### config.mk
export PLATFORM = sky130hd
export DESIGN_NAME = tbn_mul
export DESIGN_NICKNAME = d
export VERILOG_FILES = /design/src/sv/tbn_pkg.sv /design/src/sv/tbn_mul.sv
export SDC_FILE = /design/constraint.sdc
export NUM_CORES = 2
export LEC_CHECK = 0
export BUFFER_PORTS_ARGS = -buffer_cell sky130_fd_sc_hd__buf_2
export CORE_MARGIN = 1.5
export CORE_UTILIZATION = 65
export DETAILED_ROUTE_END_ITERATION = 10
export HOLD_SLACK_MARGIN = 0.12
export PLACE_DENSITY = 0.8
export SLEW_MARGIN = 25
export SYNTH_ARGS = -nofsm -noshare
export SYNTH_HDL_FRONTEND = slang
export SYNTH_SLANG_ARGS = --single-unit
### constraint.sdc
create_clock -name clk -period 10.6 [get_ports clk]
set_input_delay 0.53 -clock clk [delete_from_list [all_inputs] [get_ports clk]]
set_output_delay 0.53 -clock clk [all_outputs]
set_load 0.01 [all_outputs]
### src/sv/tbn_pkg.sv
// ----------------------------------------------------------------------------
// tbn_pkg
// Shared widths, constants and the sequencer state type of the triangle
// tangent/binormal core.
// ----------------------------------------------------------------------------
package tbn_pkg;

  localparam int OUT_FRAC_BITS = 14;

  localparam int IDX_W  = 16;
  localparam int POS_W  = 32;
  localparam int TEX_W  = 24;
  localparam int OUT_W  = 16;

  localparam int EDGE_W = POS_W + 1;            // position difference
  localparam int DUV_W  = TEX_W + 1;            // texcoord difference
  localparam int MUL_W  = 33;                   // shared multiplier operand
  localparam int PROD_W = 2 * MUL_W;
  localparam int DET_W  = 2 * DUV_W + 1;
  localparam int VEC_W  = DUV_W + EDGE_W + 1;   // raw tangent/binormal component
  localparam int MAG_W  = VEC_W;
  localparam int NRM_W  = 30;                   // magnitude after range reduction
  localparam int SQ_W   = 2 * NRM_W;
  localparam int SUM_W  = SQ_W + 2;
  localparam int ACC_W  = 2 * OUT_FRAC_BITS + SUM_W + 4;
  localparam int SHL_W  = 2 * OUT_FRAC_BITS + 2;
  localparam int Y_W    = OUT_FRAC_BITS + 2;
  localparam int RND_W  = OUT_FRAC_BITS + 1;
  localparam int BIT_W  = $clog2(Y_W);
  localparam int NUM_PROD = 14;
  localparam int STEP_W = $clog2(NUM_PROD + 1);

  typedef enum logic [2:0] {
    ST_IDLE,
    ST_MUL,
    ST_VLOAD,
    ST_VMAX,
    ST_SHIFT,
    ST_SQ,
    ST_SRCH,
    ST_OUT
  } state_t;

endpackage

### src/sv/tbn_mul.sv
// ----------------------------------------------------------------------------
// tbn_mul
// Shared signed multiplier with a registered product.
// ----------------------------------------------------------------------------
module tbn_mul (
  input  logic                               clk,
  input  logic signed [tbn_pkg::MUL_W-1:0]   a,
  input  logic signed [tbn_pkg::MUL_W-1:0]   b,
  output logic signed [tbn_pkg::PROD_W-1:0]  prod
);
  import tbn_pkg::*;

  logic signed [PROD_W-1:0] prod_r;

  always_ff @(posedge clk) begin
    prod_r <= PROD_W'(a) * PROD_W'(b);
  end

  assign prod = prod_r;

endmodule

==> results.toml <==
[routing]
vias = 29177
drt-total-wl_um = 107000
vias_per_cell = 5.70
post-route-drc-count = 0
routedWlPerCell_um = 20.9
first_iter_violations = 2223
dr.pass1.iters = 6
ant_nets = 0

[setup_path]
worst_setup_path_start_kind = "input port"
cp-endpoint = "prod[62]"
critPathRequiredTime_ps = 10910
crit_path_max_fanout = 33
arrival_ps = 8720
crit_type = "in2reg"
end_kind = "flop"
cp-startpoint = "a[32]"

[clock_network]
root_buffer = "clkbuf_16"
cts_buffers = 9
cts.sinks = 66
hold_buffers = 0
clkSlewWorstSetupHoldPaths_ps = 70
cts_tree = "done"
htreeDepth = 3
clockBufferDepth = 2
post_cts_buffers = 0
postCtsResizedCells = 0

[sta]
hold_viol = 0
rsz0062_at_grt = "false"
tns_ps = 0
slew_violations = 0
setup_viol = 0
finalCritPeriodShare_pct = 79.3
slew_headroom_pct = 42.1
min_period_ps = 8410
worst_pin_slew_ps = 868
max_freq_mhz = 119
holdWs_ps = 733

[global_route]
grt_max_degree = 34
overflow = 0
antenna_found_initial = 8
grt_use_total_pct = 36.3
grt_pass1_vias = 32468
grt_pass1_wl_um = 175000

[yosys]
ys_ff_latch = 66
synth-simple-area-share_pct = 15.8
yosysUniqueCellTypes = 80
synth_top_flop_cell = "dfxtp_1"
yosysSeqAreaShare_pct = 3.24
synth_mux_area_share_pct = 0
synth_edf_count = 0
synth_nets = 5767
netlist_instances = 4338
synth_top_family_by_area = "adder cells"
synth-async-reset-ratio_pct = 0
synth_xor_area_share_pct = 1.46
synth_compound_area_share_pct = 4.07
avgSynthCellArea_um2 = 9.39
synth_warnings = 0
synth_area_um2 = 40700
synthAdderAreaFrac_pct = 62.9

[min_path]
min_from = "b[0]"
hold_class = "in2reg"

[final_layout]
nNetsFinal = 5702
largest_reg_flops = 66
layout-drive-gt1-share_pct = 4.61
area_growth_pct = 3.05
finalNonFillerCells = 5119

[outcome]
status = "complete, no violations"

[floorplan]
core_area_um2 = 61800
die_h_um = 253
start_util_pct = 65.9
ioPinCount = 133
row_count = 91
fp.dieArea_um2 = 64200
die_w_um = 253

[placed_design]
routabilityCongestion = 0.981
dp_hpwl_um = 87500
io_buffers = 132
placed_cells = 5099

[run]
cap_violations = 0
## layout make-up
type,instances,area (µm²)
diodes,5,12.5
clock buffers,11,243
clock inverters,4,28.8
fillers,4766,19900
inverters,1131,4250
multi-input cells,2920,34300
flip-flops and latches,66,1320
well taps,837,1050
repair buffers,145,758
## how the worst min path moves through the flow
stage / to / depth (start not counted)
detailed placement: prod[56] / 1
finish: prod[0] / 2
CTS: prod[0] / 2
global route: prod[0] / 2
floorplan: prod[0] / 1
global placement: prod[22] / 1
## kinds of logic after synthesis
family                   count (synthesis)
adder cells (fa/ha/maj)               1362
buffers and inverters                 1352
AND/OR/NAND/NOR                       1271
AO/OA/AOI/OAI                          219
XOR/XNOR                                68
flip-flops                              66
## worst max-delay path, cell delays in order
cell,delay [ps]
buf_2,530
nand2_1,190
inv_1,170
fa_1,500
fa_1,570
fa_1,920
inv_1,210
fa_1,600
fa_1,450
fa_1,590
fa_1,430
fa_1,490
inv_1,40
ha_1,460
and4_1,390
nand3_1,220
nand2b_1,290
a2111oi_4,370
a211oi_4,120
a21o_2,260
a21o_1,170
a211oi_2,160
## cell usage after synthesis (all sizes together) (13+ instances only)
library cell	n	area (µm²)
inv	1131	4250
a21oi	61	328
nand2	551	2070
o21ai	33	173
fa	1145	22900
buf	13	70.1
a21o	38	288
clkbuf	208	781
xnor2	43	377
ha	217	2720
dfxtp	66	1320
and2	563	3520
nor2	68	255
xor2	25	219
nand3	26	135
## layout by cell type, fill, tap and decap left out, types with 36 or more instances in the layout
master,count
a21o_1,36
a21oi_1,57
and2_1,562
buf_2,132
dfxtp_1,66
fa_1,1144
ha_1,217
inv_1,1131
nand2_1,551
nor2_1,68
xnor2_1,43
## through the flow
stage                     worst slack (ps)  util [%]  area, µm²
after floorplan                       2830         -      40700
after global placement                1710      67.4      41700
after detailed placement              1840      67.4      41700
after CTS                             2220      67.9      42000
after global routing                  1830      67.9      42000
final                                 2190      67.9      42000
## layer usage
metal | up-vias | share of wire [%] | global-route usage (%)
met5 | - | 0.021 | 0
met4 | 4 | 7.1 | 22.2
met3 | 392 | 8.4 | 7.21
met2 | 1434 | 49 | 58.8
met1 | 15153 | 36 | 45.2
li1 | 12194 | - | -
Power is not shown: default switching activity piles up to over one toggle a cycle in this logic, so the estimate is an artifact.
