--- src/sv/tbn_pkg.sv ---
// ----------------------------------------------------------------------------
// tbn_pkg
// Shared widths, constants and the sequencer state type of the triangle
// tangent/binormal core.
// ----------------------------------------------------------------------------
package tbn_pkg;

  localparam int OUT_FRAC_BITS = 14;

  localparam int IDX_W  = 16;
  localparam int POS_W  = 32;
  localparam int TEX_W  = 24;
  localparam int OUT_W  = 16;

  localparam int EDGE_W = POS_W + 1;            // position difference
  localparam int DUV_W  = TEX_W + 1;            // texcoord difference
  localparam int MUL_W  = 33;                   // shared multiplier operand
  localparam int PROD_W = 2 * MUL_W;
  localparam int DET_W  = 2 * DUV_W + 1;
  localparam int VEC_W  = DUV_W + EDGE_W + 1;   // raw tangent/binormal component
  localparam int MAG_W  = VEC_W;
  localparam int NRM_W  = 30;                   // magnitude after range reduction
  localparam int SQ_W   = 2 * NRM_W;
  localparam int SUM_W  = SQ_W + 2;
  localparam int ACC_W  = 2 * OUT_FRAC_BITS + SUM_W + 4;
  localparam int SHL_W  = 2 * OUT_FRAC_BITS + 2;
  localparam int Y_W    = OUT_FRAC_BITS + 2;
  localparam int RND_W  = OUT_FRAC_BITS + 1;
  localparam int BIT_W  = $clog2(Y_W);
  localparam int NUM_PROD = 14;
  localparam int STEP_W = $clog2(NUM_PROD + 1);

  typedef enum logic [2:0] {
    ST_IDLE,
    ST_MUL,
    ST_VLOAD,
    ST_VMAX,
    ST_SHIFT,
    ST_SQ,
    ST_SRCH,
    ST_OUT
  } state_t;

endpackage

--- src/sv/tbn_isqrt.sv ---
// ----------------------------------------------------------------------------
// tbn_isqrt
// Bit-serial search for the largest y with y*y*S <= a2 << (2F+2).
// Keeps y*y*S and y*S incrementally, so each step is shifts and adds only.
// ----------------------------------------------------------------------------
module tbn_isqrt (
  input  logic                           clk,
  input  logic                           rst_n,
  input  logic                           start,
  input  logic [tbn_pkg::SUM_W-1:0]      s,
  input  logic [tbn_pkg::SQ_W-1:0]       a2,
  output logic                           done,
  output logic [tbn_pkg::Y_W-1:0]        y
);
  import tbn_pkg::*;

  logic              busy_r;
  logic              done_r;
  logic [BIT_W-1:0]  b_r;
  logic [Y_W-1:0]    y_r;
  logic [ACC_W-1:0]  p_r;
  logic [ACC_W-1:0]  qs_r;   // y*S << (b+1)
  logic [ACC_W-1:0]  ss_r;   // S << 2b
  logic [ACC_W-1:0]  t_r;
  logic [ACC_W+1:0]  pc;
  logic              take;
  logic [ACC_W-1:0]  qs_upd;

  assign pc     = (ACC_W+2)'(p_r) + (ACC_W+2)'(qs_r) + (ACC_W+2)'(ss_r);
  assign take   = pc <= (ACC_W+2)'(t_r);
  assign qs_upd = take ? (qs_r + (ss_r << 1)) : qs_r;

  always_ff @(posedge clk) begin
    if (!rst_n) begin
      busy_r <= 1'b0;
      done_r <= 1'b0;
    end else begin
      done_r <= 1'b0;
      if (start) begin
        busy_r <= 1'b1;
      end else if (busy_r && b_r == '0) begin
        busy_r <= 1'b0;
        done_r <= 1'b1;
      end
    end
  end

  always_ff @(posedge clk) begin
    if (start) begin
      b_r  <= BIT_W'(Y_W - 1);
      y_r  <= '0;
      p_r  <= '0;
      qs_r <= '0;
      ss_r <= ACC_W'({s, {SHL_W{1'b0}}});
      t_r  <= ACC_W'({a2, {SHL_W{1'b0}}});
    end else if (busy_r) begin
      if (take) begin
        p_r      <= pc[ACC_W-1:0];
        y_r[b_r] <= 1'b1;
      end
      qs_r <= qs_upd >> 1;
      ss_r <= ss_r >> 2;
      b_r  <= b_r - 1'b1;
    end
  end

  assign done = done_r;
  assign y    = y_r;

endmodule

--- config.mk ---
export PLATFORM = sky130hd
export DESIGN_NAME = tbn_isqrt
export DESIGN_NICKNAME = d
export VERILOG_FILES = /design/src/sv/tbn_pkg.sv /design/src/sv/tbn_isqrt.sv
export SDC_FILE = /design/constraint.sdc
export NUM_CORES = 1
export LEC_CHECK = 0
export BUFFER_PORTS_ARGS = -buffer_cell sky130_fd_sc_hd__buf_4
export CAP_MARGIN = 5
export CORE_ASPECT_RATIO = 0.7
export CORE_UTILIZATION = 35
export DETAILED_ROUTE_END_ITERATION = 12
export GPL_TIMING_DRIVEN = 0
export HOLD_SLACK_MARGIN = 0.08
export PLACE_DENSITY = 0.51
export SLEW_MARGIN = 10
export SYNTH_ARGS = -nofsm -noshare
export SYNTH_HDL_FRONTEND = slang
export SYNTH_SLANG_ARGS = --single-unit
--- constraint.sdc ---
create_clock -name clk -period 9.9 [get_ports clk]
set_clock_uncertainty 0.1 [all_clocks]
set_input_delay 1.485 -clock clk [delete_from_list [all_inputs] [get_ports clk]]
set_output_delay 1.485 -clock clk [all_outputs]
set_load 0.1 [all_outputs]
==> impl_metrics.csv <==
group,metric,value,unit
outcome,status,"completed",
cells_and_area,area_delta_synth_final,14.3,%
floorplanning,start_util,35.4,%
yosys,syn_area,28600,um2
yosys,synthArstFlopShare,0,%
cts,cts_sinks,361,
power,p_per_area,166,nW/um2
power,p_int,3.37,mW
placed_design,port-buffer-count,141,
yosys,synth_nets,3752,
power,power.net_switching,2.07,mW
routing,drc,0,
setup_path,required,10.22,ns
placed_design,pre_cts_slack,-1.72,ns
global_routing,track_usage,24.7,%
placed_design,globalplace.congestion,0.935,
cells_and_area,final_area,32700,um2
routing,wl_per_cell,22.6,um
global_routing,antenna_found_initial,0,
power,sequentialPowerShare,32.6,%
global_routing,overflow,0,
power,irDropWorstVdd,111,uV
placed_design,place_inst,4494,
power,p_clk_share,32.0,%
floorplanning,fp.coreArea,80800,um2
cts,cts_buffer_depth,3,
sta,post-route-period-util,98.3,%
cells_and_area,nets,3941,
yosys,yosysWarnings,0,
floorplanning,ioPinCount,142,
setup_path,endpoint_kind,"register",
sta,finalHoldViolCount,0,
sta,fin_ws,0.169,ns
sta,fin_crit,9.73,ns
routing,dr.pass1.iters,6,
cts,worstSkewPairLatency,0.61,ns
setup_path,crit_type,"reg -> reg",
power,p_leak,13.5,nW
setup_path,worstPathMaxFanout,10,
routing,drtIter0Drc,2441,
setup_path,cp-start-kind,"register",
cells_and_area,final_common_cell,"nor2_1",
yosys,ys_seq_elements,361,
floorplanning,die_w,344,um
yosys,seq_area_frac_synth,29.5,%
yosys,avgSynthCellArea,8.72,um2
sta,worst_slew_pin_slew,1.15,ns
yosys,ys.flop_type,"dfxtp_1",
routing,ant_nets,0,
routing,vias,26000,
flow_run,drv_cap,0,
power,comb_power_share,35.4,%
floorplanning,die_h,241,um
cts,cts_buffers,42,
floorplanning,dieArea,82900,um2
sta,setup_viol_count_final,0,
min_path,hold_class,"reg -> reg",
cts,cts_tree,"yes",
placed_design,place_hpwl,82500,um
cells_and_area,fillers,8345,
setup_path,critPathArrivalTime,10.05,ns
cells_and_area,drive_gt1_share,8.10,%
sta,slew_violations,0,
yosys,yosys.area.top_type,"dfxtp_1",
yosys,synth_edf_count,122,
cells_and_area,finalNonFillerCells,4574,
routing,routed_wl,103000,um
yosys,synth_top_cell_area_share,16.7,%
power,switching_share,38.1,%
placed_design,dpl_cell_area,31100,um2
sta,slew_headroom,22.3,%
cells_and_area,postLayoutCoreUtil,40.5,%
cts,path_clk_slew,0.06,ns
sta,fmax,103,MHz
routing,vias_per_cell,5.69,
global_routing,first_global_vias,23900,
cells_and_area,final_cell_mix,"nor2_1, a21oi_1, nand2_1",
yosys,synth_cells,3283,
global_routing,grt_pass1_wl,155000,um
yosys,synthTopCellsByArea,"dfxtp_1, edfxtp_1, ha_1",
sta,holdWs,0.360,ns
global_routing,grt_max_degree,62,
cts,cts-root-buf,"clkbuf_16",
floorplanning,rows,87,
sta,rsz0062_at_grt,"no",
cts,cts_max_level,2,
cells_and_area,diodes,0,
yosys,ys_types,84,
==> metal layers <==
layer | part of all wire (%) | wire (um) | track usage [%] | vias up
met2 | 39 | 40500 | 33.8 | 861
met5 | 0 | 0 | 0 | -
met1 | 52 | 54200 | 39.6 | 12600
met4 | 1.6 | 1690 | 4.88 | 0
met3 | 6.8 | 7000 | 3.93 | 79
li1 | - | - | - | 12400
==> power by group through the flow <==
stage          clock network (mW)  registers, mW  logic (mW)
4_1_cts                      1.78           1.78        1.89
3_5_place_dp                    0           1.81        1.87
6_report                     1.74           1.77        1.92
3_3_place_gp                    0           1.81        1.87
2_1_floorplan                   0           1.75        1.32
5_1_grt                      1.84           1.79        2.11
==> cell type report <==
| cell class | count | area [um2] | area share, % |
|---|---|---|---|
| buffer | 190 | 813 | 2.49 |
| clock buffer | 60 | 1240 | 3.80 |
| clock inverter | 18 | 253 | 0.773 |
| inverter | 138 | 520 | 1.59 |
| multi-input combinational | 2594 | 19000 | 58.1 |
| sequential | 361 | 8450 | 25.8 |
| tap | 1068 | 1340 | 4.08 |
| timing repair buffer | 145 | 1100 | 3.37 |
==> cells in the mapped netlist (all sizes together) (7+ instances only) <==
| cell | n |
|---|---|
| o2111ai | 7 |
| nand3b | 10 |
| o31ai | 15 |
| and3 | 37 |
| o211ai | 31 |
| and2 | 11 |
| a31oi | 44 |
| o21a | 29 |
| a21o | 74 |
| a22o | 63 |
| nor2b | 12 |
| buf | 30 |
| nor2 | 294 |
| fa | 94 |
| a21oi | 291 |
| or2 | 9 |
| a41oi | 14 |
| o22ai | 10 |
| edfxtp | 122 |
| ha | 250 |
| nand2b | 23 |
| mux2i | 167 |
| a211oi | 39 |
| clkbuf | 160 |
| or4 | 15 |
| a311oi | 8 |
| o21bai | 48 |
| o221ai | 7 |
| nor3b | 9 |
| and4 | 11 |
| a21boi | 12 |
| o31a | 8 |
| a221oi | 10 |
| nand4 | 97 |
| xnor2 | 105 |
| xor2 | 66 |
| o21ai | 213 |
| nand3 | 62 |
| dfxtp | 239 |
| inv | 137 |
| nand2 | 280 |
| nor4 | 13 |
| or3 | 9 |
| nor3 | 38 |
==> kinds of logic (layout without fill, tap and decap cells) <==
group / count (synthesis) / after routing / synth area share, %
adder cells (fa/ha/maj): 344 / 344 / 17.5
multiplexers: 167 / 167 / 5.84
buffers and inverters: 328 / 551 / 4.63
AO/OA/AOI/OAI: 980 / 980 / 22.1
AND/OR/NAND/NOR: 932 / 932 / 15.2
XOR/XNOR: 171 / 171 / 5.23
flip-flops: 361 / 361 / 29.5
==> stage by stage <==
| step | power, mW | TNS [ns] |
|---|---|---|
| final | 5.44 | 0 |
| after CTS | 5.45 | 0 |
| after floorplan | 3.07 | 0 |
| after detailed placement | 3.68 | -293.56 |
| after global placement | 3.68 | -358.59 |
| after global routing | 5.74 | 0 |
==> critical path, stage by stage (launching register included) <==
cell       delay, ns
dfxtp_1         0.47
fa_1            0.47
ha_1            0.30
clkbuf_1        0.18
o21a_1          0.20
a21oi_1         0.28
o211ai_2        0.24
a31oi_1         0.83
o32ai_2         0.36
a21oi_2         0.59
nand2b_1        0.33
nand2_1         0.12
nand2_1         0.08
xor2_1          0.17
ha_1            0.30
nand4_1         0.17
nor3_4          0.37
nand3_4         0.24
or3_1           0.45
nor4_2          0.39
o2111ai_1       0.22
nor4_2          0.35
nand4_1         0.33
a211o_1         0.48
a2111oi_4       0.62
buf_6           0.38
clkbuf_4        0.37
a211oi_1        0.12
==> path summary, 6_finish.rpt <==
path              slack (ns)                  from  cells past startpoint                   to
setup / recovery        0.17  qs_r[8]$_SDFFE_PP0P_                     27  p_r[2]$_SDFFE_PP0P_
hold / removal          0.36     y[5]$_SDFFE_PP0P_                      2    y[5]$_SDFFE_PP0P_
hold reg to reg         0.36     y[5]$_SDFFE_PP0P_                      2    y[5]$_SDFFE_PP0P_
setup reg to reg        0.17  qs_r[8]$_SDFFE_PP0P_                     27  p_r[2]$_SDFFE_PP0P_
==> timing repair <==
action | in CTS | in global routing
endpoints found under the hold margin | 0 | 0
buffers inserted | 1 | 1
hold buffers | 0 | 0
cloned | 0 | 0
pin swaps | 1 | 1
endpoints found under the setup margin | 203 | 138
resized for setup | 16 | 10
==> state kept, by name, summed over array words and instances, names as in the netlist <==
name,count
qs_r,93
done,1
busy_r,1
t_r,60
p_r,94
ss_r,92
b_r,4
y,16
No activity file was read; power rests on OpenSTA's default activity.
